--- config.mk ---
export PLATFORM = sky130hd
export DESIGN_NAME = adpcm_frame_decoder_flat
export DESIGN_NICKNAME = d
export VERILOG_FILES = /design/src/design/afd_pkg.sv /design/src/design/afd_if.sv /design/src/design/afd_sample_calc.sv /design/src/design/adpcm_frame_decoder.sv /design/src/flat_wrapper.sv
export SDC_FILE = /design/constraint.sdc
export NUM_CORES = 2
export LEC_CHECK = 0
export BUFFER_PORTS_ARGS = -buffer_cell sky130_fd_sc_hd__buf_2
export CAP_MARGIN = 20
export CORE_MARGIN = 10
export CORE_UTILIZATION = 42
export CTS_CLUSTER_SIZE = 28
export DETAILED_ROUTE_END_ITERATION = 16
export GPL_TIMING_DRIVEN = 0
export PLACE_DENSITY = 0.59
export SYNTH_ARGS = -nofsm -noshare
export SYNTH_HDL_FRONTEND = slang
export SYNTH_SLANG_ARGS = --single-unit
export TNS_END_PERCENT = 100
--- constraint.sdc ---
create_clock -name clk_i -period 19.6 [get_ports clk_i]
set_clock_uncertainty 0.05 [all_clocks]
set_input_delay 1.96 -clock clk_i [delete_from_list [all_inputs] [get_ports clk_i]]
set_output_delay 1.96 -clock clk_i [all_outputs]
set_load 0.03 [all_outputs]
--- src/design/afd_pkg.sv ---
package afd_pkg;

  // field and register widths
  localparam int unsigned ByteW    = 8;
  localparam int unsigned NibW     = 4;
  localparam int unsigned SampleW  = 16;
  localparam int unsigned CoefW    = 16;
  localparam int unsigned CfgDataW = 64;
  localparam int unsigned CfgIdxW  = 3;
  localparam int unsigned LimitW   = 24;
  localparam int unsigned NumCoefWords = 4;
  localparam int unsigned ScaleW   = 4;
  localparam int unsigned PredW    = 3;
  localparam int unsigned PosW     = 3;

  // fixed point of the predictor sum
  localparam int unsigned FracShift = 11;
  localparam int          RoundBias = 1024;
  // wide enough for nibble << 26 plus two 32-bit products, no overflow
  localparam int unsigned AccW      = 34;
  localparam int unsigned ShW       = 5;

  localparam logic [PosW-1:0]   FrameDataBytes = 3'd7;
  localparam logic [PosW-1:0]   PosHeader      = 3'd0;
  localparam logic [PosW-1:0]   PosFirstData   = 3'd1;
  localparam logic [LimitW-1:0] LimitReset     = 24'hFF_FFFF;

  localparam logic signed [SampleW-1:0] SampleMax = 16'sh7FFF;
  localparam logic signed [SampleW-1:0] SampleMin = 16'sh8000;

  typedef enum logic [CfgIdxW-1:0] {
    CFG_COEF_A       = 3'd0,
    CFG_COEF_B       = 3'd1,
    CFG_COEF_C       = 3'd2,
    CFG_COEF_D       = 3'd3,
    CFG_SAMPLE_LIMIT = 3'd4
  } cfg_idx_e;

  // operands of one sample computation
  typedef struct packed {
    logic [NibW-1:0]           nibble;
    logic [ScaleW-1:0]         scale_exp;
    logic signed [CoefW-1:0]   coef_newer;
    logic signed [CoefW-1:0]   coef_older;
    logic signed [SampleW-1:0] hist_newer;
    logic signed [SampleW-1:0] hist_older;
  } calc_in_t;

  typedef struct packed {
    logic signed [SampleW-1:0] sample;
    logic                      clipped;
  } calc_out_t;

endpackage

--- src/design/afd_if.sv ---
interface afd_in_if;
  logic                       valid;
  logic                       ready;
  logic [afd_pkg::ByteW-1:0]  data_byte;
  logic                       last_byte;

  modport source (output valid, output data_byte, output last_byte, input ready);
  modport sink   (input valid, input data_byte, input last_byte, output ready);
endinterface

interface afd_out_if;
  logic                               valid;
  logic                               ready;
  logic signed [afd_pkg::SampleW-1:0] pcm_sample;
  logic                               was_clipped;
  logic                               run_end;

  modport source (output valid, output pcm_sample, output was_clipped, output run_end,
                  input ready);
  modport sink   (input valid, input pcm_sample, input was_clipped, input run_end,
                  output ready);
endinterface

--- src/design/afd_sample_calc.sv ---
module afd_sample_calc (
  input  afd_pkg::calc_in_t  calc_i,
  output afd_pkg::calc_out_t calc_o
);

  localparam int unsigned SW = afd_pkg::AccW - afd_pkg::FracShift;

  logic signed [afd_pkg::AccW-1:0]      nib_ext;
  logic [afd_pkg::ShW-1:0]              shamt;
  logic signed [afd_pkg::AccW-1:0]      scaled;
  logic signed [2*afd_pkg::CoefW-1:0]   prod_newer;
  logic signed [2*afd_pkg::CoefW-1:0]   prod_older;
  logic signed [afd_pkg::AccW-1:0]      acc;
  logic signed [SW-1:0]                 shifted;
  logic                                 over;
  logic                                 under;

  assign nib_ext = afd_pkg::AccW'($signed(calc_i.nibble));
  assign shamt   = afd_pkg::ShW'(calc_i.scale_exp) + afd_pkg::ShW'(afd_pkg::FracShift);
  assign scaled  = nib_ext <<< shamt;

  assign prod_newer = $signed(calc_i.coef_newer) * $signed(calc_i.hist_newer);
  assign prod_older = $signed(calc_i.coef_older) * $signed(calc_i.hist_older);

  assign acc = scaled + afd_pkg::AccW'(prod_newer) + afd_pkg::AccW'(prod_older)
             + afd_pkg::AccW'(afd_pkg::RoundBias);

  // arithmetic shift = floor division
  assign shifted = $signed(acc[afd_pkg::AccW-1:afd_pkg::FracShift]);

  // out of range when the sample sign bit or any bit above it disagrees with the top bit
  assign over  = !shifted[SW-1] && (|shifted[SW-2:afd_pkg::SampleW-1]);
  assign under =  shifted[SW-1] && !(&shifted[SW-2:afd_pkg::SampleW-1]);

  always_comb begin
    calc_o.clipped = over || under;
    if (over) begin
      calc_o.sample = afd_pkg::SampleMax;
    end else if (under) begin
      calc_o.sample = afd_pkg::SampleMin;
    end else begin
      calc_o.sample = $signed(shifted[afd_pkg::SampleW-1:0]);
    end
  end

endmodule

--- src/design/adpcm_frame_decoder.sv ---
// 4-bit frame adpcm decoder
//
// in_if_i carries one clip byte per beat plus a last-byte flag. frames are 8 bytes:
// a header (scale exponent in the low nibble, coefficient pair in bits 6:4) and
// seven data bytes that each give two 16-bit samples, high nibble first.
// out_if_o carries one sample per beat with a clip flag and run_end, which marks
// the last sample that a given input byte produced.
// coefficients and the per-clip sample limit are written through the cfg_* port.
// the user must write them only while the decoder is idle; the decoder itself does
// not enforce this. unused register indexes are dropped.
// a byte passes through the byte holding stage, then its first sample through
// the output register. each sample takes one predictor evaluation, and the
// second sample of a data byte needs the first as history; a header byte, or a
// byte past the sample limit, produces no beat.
// the output register lets the next byte be taken while a sample waits; when
// the receiver stalls, the decoder holds the pending nibble and backs up into
// in_if_i.ready.
// reset clears history, frame position, count and the output valid flag, zeroes
// the coefficients and sets the sample limit to its maximum. a byte with
// last_byte set returns the clip state to zero once it is fully handled.
module adpcm_frame_decoder #(
  parameter int unsigned COUNT_WIDTH = 24
) (
  input  logic                            clk_i,
  input  logic                            rst_ni,
  afd_in_if.sink                          in_if_i,
  afd_out_if.source                       out_if_o,
  input  logic                            cfg_we_i,
  input  logic [afd_pkg::CfgIdxW-1:0]     cfg_idx_i,
  input  logic [afd_pkg::CfgDataW-1:0]    cfg_data_i
);

  // width for comparing the running count against the 24-bit limit
  localparam int unsigned CmpW = (COUNT_WIDTH > afd_pkg::LimitW) ? COUNT_WIDTH
                                                                 : afd_pkg::LimitW;

  // configuration registers
  logic [afd_pkg::CfgDataW-1:0] coef_q [afd_pkg::NumCoefWords];
  logic [afd_pkg::LimitW-1:0]   limit_q;

  // clip state
  logic signed [afd_pkg::SampleW-1:0] hist_new_q, hist_new_d;
  logic signed [afd_pkg::SampleW-1:0] hist_old_q, hist_old_d;
  logic [afd_pkg::PosW-1:0]           pos_q, pos_d;
  logic [afd_pkg::ScaleW-1:0]         scale_q, scale_d;
  logic [afd_pkg::PredW-1:0]          pred_q, pred_d;
  logic [COUNT_WIDTH-1:0]             count_q, count_d;

  // byte holding stage
  logic                      busy_q, busy_d;
  logic                      lo_q, lo_d;     // high nibble done, low nibble next
  logic [afd_pkg::ByteW-1:0] byte_q;
  logic                      last_q;

  // output register
  logic                               out_valid_q, out_valid_d;
  logic signed [afd_pkg::SampleW-1:0] pcm_q;
  logic                               clip_q;
  logic                               end_q;

  // step control
  logic                   in_accept;
  logic                   slot_free;
  logic                   below_limit;
  logic                   inc_below;
  logic [COUNT_WIDTH-1:0] count_inc;
  logic                   is_data;
  logic                   is_header;
  logic                   can_step;
  logic                   step_fin;
  logic                   emit;
  logic                   emit_end;

  logic [afd_pkg::CfgDataW-1:0]   coef_word;
  logic [2*afd_pkg::CoefW-1:0]    coef_pair;
  afd_pkg::calc_in_t              calc_in;
  afd_pkg::calc_out_t             calc_out;

  // ---------------------------------------------------------------- control
  assign slot_free   = !out_valid_q || out_if_o.ready;
  assign count_inc   = count_q + 1'b1;
  assign below_limit = CmpW'(count_q) < CmpW'(limit_q);
  assign inc_below   = CmpW'(count_inc) < CmpW'(limit_q);

  // low nibble always decodes; a fresh byte decodes only below the limit past the header
  assign is_data   = busy_q && (lo_q || (below_limit && (pos_q != afd_pkg::PosHeader)));
  assign is_header = busy_q && !lo_q && below_limit && (pos_q == afd_pkg::PosHeader);

  // a decoding step needs room in the output register, others go through at once
  assign can_step = busy_q && (!is_data || slot_free);
  assign emit     = can_step && is_data;
  // the byte is finished after its low nibble, or after the high one at the limit
  assign emit_end = lo_q || !inc_below;
  assign step_fin = can_step && (!is_data || emit_end);

  assign in_if_i.ready = !busy_q || step_fin;
  assign in_accept     = in_if_i.valid && in_if_i.ready;

  // ------------------------------------------------------------- datapath
  // pair p sits in word p/2, low or high half
  assign coef_word = coef_q[pred_q[afd_pkg::PredW-1:1]];
  assign coef_pair = pred_q[0] ? coef_word[afd_pkg::CfgDataW-1:2*afd_pkg::CoefW]
                               : coef_word[2*afd_pkg::CoefW-1:0];

  always_comb begin
    calc_in.nibble     = lo_q ? byte_q[afd_pkg::NibW-1:0]
                              : byte_q[afd_pkg::ByteW-1:afd_pkg::NibW];
    calc_in.scale_exp  = scale_q;
    calc_in.coef_newer = $signed(coef_pair[afd_pkg::CoefW-1:0]);
    calc_in.coef_older = $signed(coef_pair[2*afd_pkg::CoefW-1:afd_pkg::CoefW]);
    calc_in.hist_newer = hist_new_q;
    calc_in.hist_older = hist_old_q;
  end

  afd_sample_calc u_calc (
    .calc_i (calc_in),
    .calc_o (calc_out)
  );

  // ---------------------------------------------------------- clip state
  function automatic logic [afd_pkg::ScaleW-1:0] in_hdr_scale(
    input logic [afd_pkg::ByteW-1:0] hdr
  );
    return hdr[afd_pkg::ScaleW-1:0];
  endfunction

  always_comb begin
    hist_new_d = hist_new_q;
    hist_old_d = hist_old_q;
    pos_d      = pos_q;
    scale_d    = scale_q;
    pred_d     = pred_q;
    count_d    = count_q;

    if (can_step && is_header) begin
      scale_d = in_hdr_scale(byte_q);
      pred_d  = byte_q[afd_pkg::NibW+afd_pkg::PredW-1:afd_pkg::NibW];
      pos_d   = afd_pkg::PosFirstData;
    end

    if (emit) begin
      hist_old_d = hist_new_q;
      hist_new_d = calc_out.sample;
      count_d    = count_inc;
    end

    // frame position moves on once per data byte
    if (step_fin && is_data) begin
      pos_d = (pos_q >= afd_pkg::FrameDataBytes) ? afd_pkg::PosHeader
                                                 : pos_q + 1'b1;
    end

    // end of clip: back to a fresh start
    if (step_fin && last_q) begin
      hist_new_d = '0;
      hist_old_d = '0;
      pos_d      = afd_pkg::PosHeader;
      scale_d    = '0;
      pred_d     = '0;
      count_d    = '0;
    end
  end

  always_ff @(posedge clk_i or negedge rst_ni) begin
    if (!rst_ni) begin
      hist_new_q <= '0;
      hist_old_q <= '0;
      pos_q      <= afd_pkg::PosHeader;
      scale_q    <= '0;
      pred_q     <= '0;
      count_q    <= '0;
    end else begin
      hist_new_q <= hist_new_d;
      hist_old_q <= hist_old_d;
      pos_q      <= pos_d;
      scale_q    <= scale_d;
      pred_q     <= pred_d;
      count_q    <= count_d;
    end
  end

  // ------------------------------------------------------ byte holding stage
  always_comb begin
    busy_d = busy_q;
    lo_d   = lo_q;
    if (emit && !step_fin) begin
      lo_d = 1'b1;
    end
    if (step_fin) begin
      busy_d = 1'b0;
      lo_d   = 1'b0;
    end
    if (in_accept) begin
      busy_d = 1'b1;
      lo_d   = 1'b0;
    end
  end

  always_ff @(posedge clk_i or negedge rst_ni) begin
    if (!rst_ni) begin
      busy_q <= 1'b0;
      lo_q   <= 1'b0;
    end else begin
      busy_q <= busy_d;
      lo_q   <= lo_d;
    end
  end

  always_ff @(posedge clk_i) begin
    if (in_accept) begin
      byte_q <= in_if_i.data_byte;
      last_q <= in_if_i.last_byte;
    end
  end

  // ------------------------------------------------------ output register
  always_comb begin
    out_valid_d = out_valid_q;
    if (emit) begin
      out_valid_d = 1'b1;
    end else if (out_if_o.ready) begin
      out_valid_d = 1'b0;
    end
  end

  always_ff @(posedge clk_i or negedge rst_ni) begin
    if (!rst_ni) begin
      out_valid_q <= 1'b0;
    end else begin
      out_valid_q <= out_valid_d;
    end
  end

  always_ff @(posedge clk_i) begin
    if (emit) begin
      pcm_q  <= calc_out.sample;
      clip_q <= calc_out.clipped;
      end_q  <= emit_end;
    end
  end

  assign out_if_o.valid       = out_valid_q;
  assign out_if_o.pcm_sample  = pcm_q;
  assign out_if_o.was_clipped = clip_q;
  assign out_if_o.run_end     = end_q;

  // ------------------------------------------------------ configuration
  always_ff @(posedge clk_i or negedge rst_ni) begin
    if (!rst_ni) begin
      for (int i = 0; i < afd_pkg::NumCoefWords; i++) begin
        coef_q[i] <= '0;
      end
      limit_q <= afd_pkg::LimitReset;
    end else if (cfg_we_i) begin
      case (afd_pkg::cfg_idx_e'(cfg_idx_i))
        afd_pkg::CFG_COEF_A,
        afd_pkg::CFG_COEF_B,
        afd_pkg::CFG_COEF_C,
        afd_pkg::CFG_COEF_D: begin
          coef_q[cfg_idx_i[1:0]] <= cfg_data_i;
        end
        afd_pkg::CFG_SAMPLE_LIMIT: begin
          limit_q <= cfg_data_i[afd_pkg::LimitW-1:0];
        end
        default: begin
        end
      endcase
    end
  end

  // ------------------------------------------------------ assertions
  // a high nibble that does not end the byte leaves the low nibble pending
  assert property (@(posedge clk_i) disable iff (!rst_ni)
    (emit && !step_fin) |=> (busy_q && lo_q))
    else $error("low nibble not pending after high nibble");

  // a pending low nibble only exists inside a frame's data bytes
  assert property (@(posedge clk_i) disable iff (!rst_ni)
    (busy_q && lo_q) |-> (pos_q != afd_pkg::PosHeader))
    else $error("low nibble pending at header position");

  // a last byte leaves the clip state cleared
  assert property (@(posedge clk_i) disable iff (!rst_ni)
    (step_fin && last_q) |=> (count_q == '0 && pos_q == afd_pkg::PosHeader &&
                              hist_new_q == '0 && hist_old_q == '0))
    else $error("clip state not cleared after last byte");

  // a new output beat only comes from a decode step
  assert property (@(posedge clk_i) disable iff (!rst_ni)
    $rose(out_valid_q) |-> $past(emit))
    else $error("output valid without decode step");

endmodule
--- src/flat_wrapper.sv ---
// flat-port wrapper written by rule: the top's interface ports become plain ports
module adpcm_frame_decoder_flat 
#(
  parameter int unsigned COUNT_WIDTH = 24
)
  (clk_i, rst_ni, cfg_we_i, cfg_idx_i, cfg_data_i, in_if_i_valid, in_if_i_data_byte, in_if_i_last_byte, in_if_i_ready, out_if_o_valid, out_if_o_pcm_sample, out_if_o_was_clipped, out_if_o_run_end, out_if_o_ready);
  afd_in_if in_if_i_i ();
  afd_out_if out_if_o_i ();
  input  logic clk_i;
  input  logic rst_ni;
  input  logic cfg_we_i;
  input  logic [afd_pkg::CfgIdxW-1:0] cfg_idx_i;
  input  logic [afd_pkg::CfgDataW-1:0] cfg_data_i;
  input wire logic [$bits(in_if_i_i.valid)-1:0] in_if_i_valid;
  input wire logic [$bits(in_if_i_i.data_byte)-1:0] in_if_i_data_byte;
  input wire logic [$bits(in_if_i_i.last_byte)-1:0] in_if_i_last_byte;
  output wire logic [$bits(in_if_i_i.ready)-1:0] in_if_i_ready;
  output wire logic [$bits(out_if_o_i.valid)-1:0] out_if_o_valid;
  output wire logic [$bits(out_if_o_i.pcm_sample)-1:0] out_if_o_pcm_sample;
  output wire logic [$bits(out_if_o_i.was_clipped)-1:0] out_if_o_was_clipped;
  output wire logic [$bits(out_if_o_i.run_end)-1:0] out_if_o_run_end;
  input wire logic [$bits(out_if_o_i.ready)-1:0] out_if_o_ready;
  assign in_if_i_i.valid = in_if_i_valid;
  assign in_if_i_i.data_byte = in_if_i_data_byte;
  assign in_if_i_i.last_byte = in_if_i_last_byte;
  assign in_if_i_ready = in_if_i_i.ready;
  assign out_if_o_valid = out_if_o_i.valid;
  assign out_if_o_pcm_sample = out_if_o_i.pcm_sample;
  assign out_if_o_was_clipped = out_if_o_i.was_clipped;
  assign out_if_o_run_end = out_if_o_i.run_end;
  assign out_if_o_i.ready = out_if_o_ready;
  adpcm_frame_decoder #(.COUNT_WIDTH(COUNT_WIDTH)) u_core (.clk_i(clk_i), .rst_ni(rst_ni), .in_if_i(in_if_i_i), .out_if_o(out_if_o_i), .cfg_we_i(cfg_we_i), .cfg_idx_i(cfg_idx_i), .cfg_data_i(cfg_data_i));
endmodule
==> Flow_metrics.wiki <==
{| class="wikitable"
! Metric !! Value
|-
| Ranking of synthesized cells by instance count || 724 x inv_1, 650 x fa_1, 325 x dfrtp_1
|-
| Fmax || 85.29 MHz
|-
| Clk buf depth || 3
|-
| Core footprint || 94730 um2
|-
| Number of buffers inserted by port buffering || 100
|-
| Critical Path Fanout Max || 11
|-
| Starting Density || 42.24%
|-
| Detail-routed via count per cell || 5.177
|-
| Flip-flop and latch count after synthesis || 376
|-
| Standard-cell row count || 113
|-
| Library cell with the highest instance count after synthesis || inv_1
|-
| Post-CTS setup-driven buffer insertion count || 0
|-
| DR top layer || met5
|-
| Clock-pin slew on the worst setup and hold paths || 0.06 ns
|-
| Final-stage net count || 4768
|-
| Critical path required time || 20.06 ns
|-
| Hold WC Path Type || reg -> reg
|-
| Layout cells sized above 1 || 15.38%
|-
| Hold-fix buffers at CTS || 0
|-
| Width of the die || 328.7 um
|-
| Setup crit start || u_core.pred_q[2]$_DFFE_PN0P_
|-
| Min setup slack post-route || 7.875 ns
|-
| Max-slew violation count || 0
|-
| Number of DRC markers in iteration 0 || 1800
|-
| Crit start category || flip-flop
|-
| Total negative slack || 0 ns
|-
| Via Count || 26650
|-
| Crit path to || u_core.hist_new_q[4]$_DFFE_PN0P_
|-
| Worst Tran Pin Value || 1.072 ns
|-
| Crit path kind || reg -> reg
|-
| Final worst path period share || 59.82%
|-
| Area added between synthesis and finish || 9.381%
|-
| Delay of the slowest cell on the worst path || 0.83 ns
|-
| CP dominant cell by count || fa_1
|-
| Residual DRC count || 0
|-
| Diodes inserted || 0
|-
| Endpoint class of the critical path || flip-flop
|-
| CP max stage cell || buf_1
|-
| Number of warnings issued by yosys || 0
|-
| Floorplan die area || 108000 um2
|-
| Gate count of the mapped netlist || 3687
|-
| Total Routed Length || 111.9 mm
|-
| Hold path cells || 1
|-
| Area share of the leading cell type in the synthesized netlist || 32.52%
|-
| Setup repair after global routing missed its margin || false
|-
| Data arrival, critical path || 12.19 ns
|-
| Cts repair resizes || 0
|-
| Outcome || complete, no violations
|-
| Length of routed wiring on met1 || 50.84 mm
|-
| Reg2reg setup slack || 7.87 ns
|-
| Wire length per cell after detailed routing || 21.74 um
|-
| Cell type with the largest total area after synthesis || fa_1
|-
| Overall routing resource usage || 21.13%
|-
| Length in cells of the worst reg-to-reg path || 34
|-
| Num CTS Buffers || 42
|-
| Dominant cells by area after synthesis || fa_1 33%, dfrtp_1 20%, mux2_2 8.0%, inv_1 6.8%, ha_1 5.9%
|-
| Unique cell type count in the Yosys netlist || 74
|-
| Antenna violations before repair || 10
|-
| I/O pin total || 101
|-
| Clock root buffer || clkbuf_16
|-
| Routability congestion estimate || 0.8961
|-
| Fraction of synthesis flops using an asynchronous set or reset pin || 92.82%
|-
| Pin count of the biggest net entering global routing || 109
|-
| First-pass GRT wire length || 174.9 mm
|-
| Synthesized cell area || 40010 um2
|-
| Main flop type after synthesis || dfrtp_1
|-
| Remaining max-slew budget at the tightest pin || 26.47%
|-
| Die Height || 328.7 um
|-
| Setup-violating endpoint count in the final report || 0
|-
| Clock latency reported for the late side of the worst-skew pair || 0.59 ns
|-
| CTS H-Tree Depth || 2
|-
| TritonRoute pass-1 iters || 5
|-
| Register area share after synthesis || 23.93%
|-
| Wire length on met3 || 6.922 mm
|-
| Maximum Capacitance Violations || 0
|-
| Length of routed met2 wiring || 51.92 mm
|-
| Vias in the first global route || 28770
|-
| ANT nets after route || 0
|-
| DP Worst Slack || 7.802 ns
|-
| TritonCTS clock tree || built
|-
| Average size of a mapped cell || 10.85 um2
|-
| Time the final worst path needs with I/O delays and setup || 11.73 ns
|-
| HPWL after detailed placement || 92.96 mm
|-
| Final count of hold timing violations || 0
|-
| Startpoint of the worst register-to-register path || u_core.pred_q[2]$_DFFE_PN0P_
|-
| CTS sink count || 376
|-
| Capturing point of the worst reg2reg path || u_core.hist_new_q[4]$_DFFE_PN0P_
|-
| Post-synth EDFFs || 27
|-
| Global route total overflow || 0
|}
-- sequential cells by signal, indices dropped and copies added, names as in the netlist --
| signal | flops |
|---|---|
| u_core.out_if_o.was_clipped | 1 |
| u_core.hist_old_q | 16 |
| u_core.last_q | 1 |
| u_core.out_if_o.pcm_sample | 16 |
| u_core.busy_q | 1 |
| u_core.out_if_o.run_end | 1 |
| u_core.pos_q | 3 |
| u_core.pred_q | 3 |
| u_core.lo_q | 1 |
| u_core.scale_q | 4 |
| u_core.limit_q | 24 |
| u_core.out_if_o.valid | 1 |
| u_core.coef_q | 256 |
| u_core.byte_q | 8 |
| u_core.count_q | 24 |
| u_core.hist_new_q | 16 |
-- worst max-delay path: cells and delay by family (launching register included) --
family                     cells  cell delay (ns)
AOI/OAI and AO/OA              7             2.02
adders and majority gates      9             4.39
buffers and inverters         12             2.94
DFF                            1             0.32
muxes                          3             0.91
and+or+nand+nor                3             1.01
-- cell usage in the layout, fill, tap and decap left out, types with 10 or more instances in the layout --
cell type / n
a21o_1: 28
inv_1: 724
nand4_1: 19
clkbuf_1: 155
xnor2_1: 62
fa_1: 650
nand3_1: 30
dfrtp_1: 325
o22ai_1: 11
or2_2: 10
mux4_2: 65
nor2b_1: 78
nand2_1: 322
a22o_1: 19
mux2_2: 285
and2_1: 181
nor3b_1: 14
o21ai_0: 64
clkbuf_16: 44
nand2b_1: 37
nor3_1: 22
mux2i_1: 20
buf_1: 15
xor2_1: 21
ha_1: 188
edfxtp_1: 27
a21oi_1: 84
dfstp_2: 24
nor2_1: 103
buf_2: 101
-- per-stage QoR --
stage | utilization [%] | area, um2 | instances | hold slack (ns)
finish | 46.20 | 43770 | 5147 | 0.4507
CTS | 46.14 | 43700 | 5142 | 0.4526
global placement | 44.45 | 42100 | 5054 | 0.4321
global route | 46.20 | 43770 | 5147 | 0.4609
detailed placement | 44.65 | 42300 | 5065 | 0.4384
floorplan | - | 40020 | 3689 | 0.4241
-- layer usage --
metal / GRT usage, % / vias to the layer above
met5: 0 / -
met4: 4.074 / 12
met3: 3.767 / 128
met2: 34.02 / 693
met1: 29.82 / 13960
li1: - / 11850
-- kinds of logic (layout without fill, tap and decap cells) --
family / count (synthesis) / in the layout / synth area share (%)
XOR/XNOR: 84 / 84 / 1.857
multiplexers: 371 / 371 / 12.22
flip-flops: 376 / 376 / 23.93
adder cells (fa/ha/maj): 838 / 838 / 38.40
buffers and inverters: 888 / 1081 / 8.402
other: 2 / 4 / 0.01877
AO/OA/AOI/OAI: 274 / 274 / 4.403
AND/OR/NAND/NOR: 854 / 854 / 10.78
-- worst min path at each step --
stage                                         startpoint                        endpoint  slack [ns]
after CTS                   u_core.coef_q[8]$_DFFE_PN0P_    u_core.coef_q[8]$_DFFE_PN0P_        0.45
after floorplan             u_core.coef_q[1]$_DFFE_PN0P_    u_core.coef_q[1]$_DFFE_PN0P_        0.42
after global routing      u_core.coef_q[131]$_DFFE_PN0P_  u_core.coef_q[131]$_DFFE_PN0P_        0.46
final                     u_core.coef_q[127]$_DFFE_PN0P_  u_core.coef_q[127]$_DFFE_PN0P_        0.45
after detailed placement    u_core.coef_q[8]$_DFFE_PN0P_    u_core.coef_q[8]$_DFFE_PN0P_        0.44
after global placement     u_core.coef_q[29]$_DFFE_PN0P_   u_core.coef_q[29]$_DFFE_PN0P_        0.43
-- final cells by class --
cell class                 instances  area [um2]
clock buffer                      62        1219
tap                             1265        1583
clock inverter                    15       186.4
multi-input combinational       2425       27090
sequential                       376        9574
fill                            8909       50960
timing repair buffer             116       747.0
buffer                           164       645.6
inverter                         724        2718
Power is left out: the tool's default activity adds up to more than one toggle a clock period on the data nets, which glitch-free logic cannot reach.
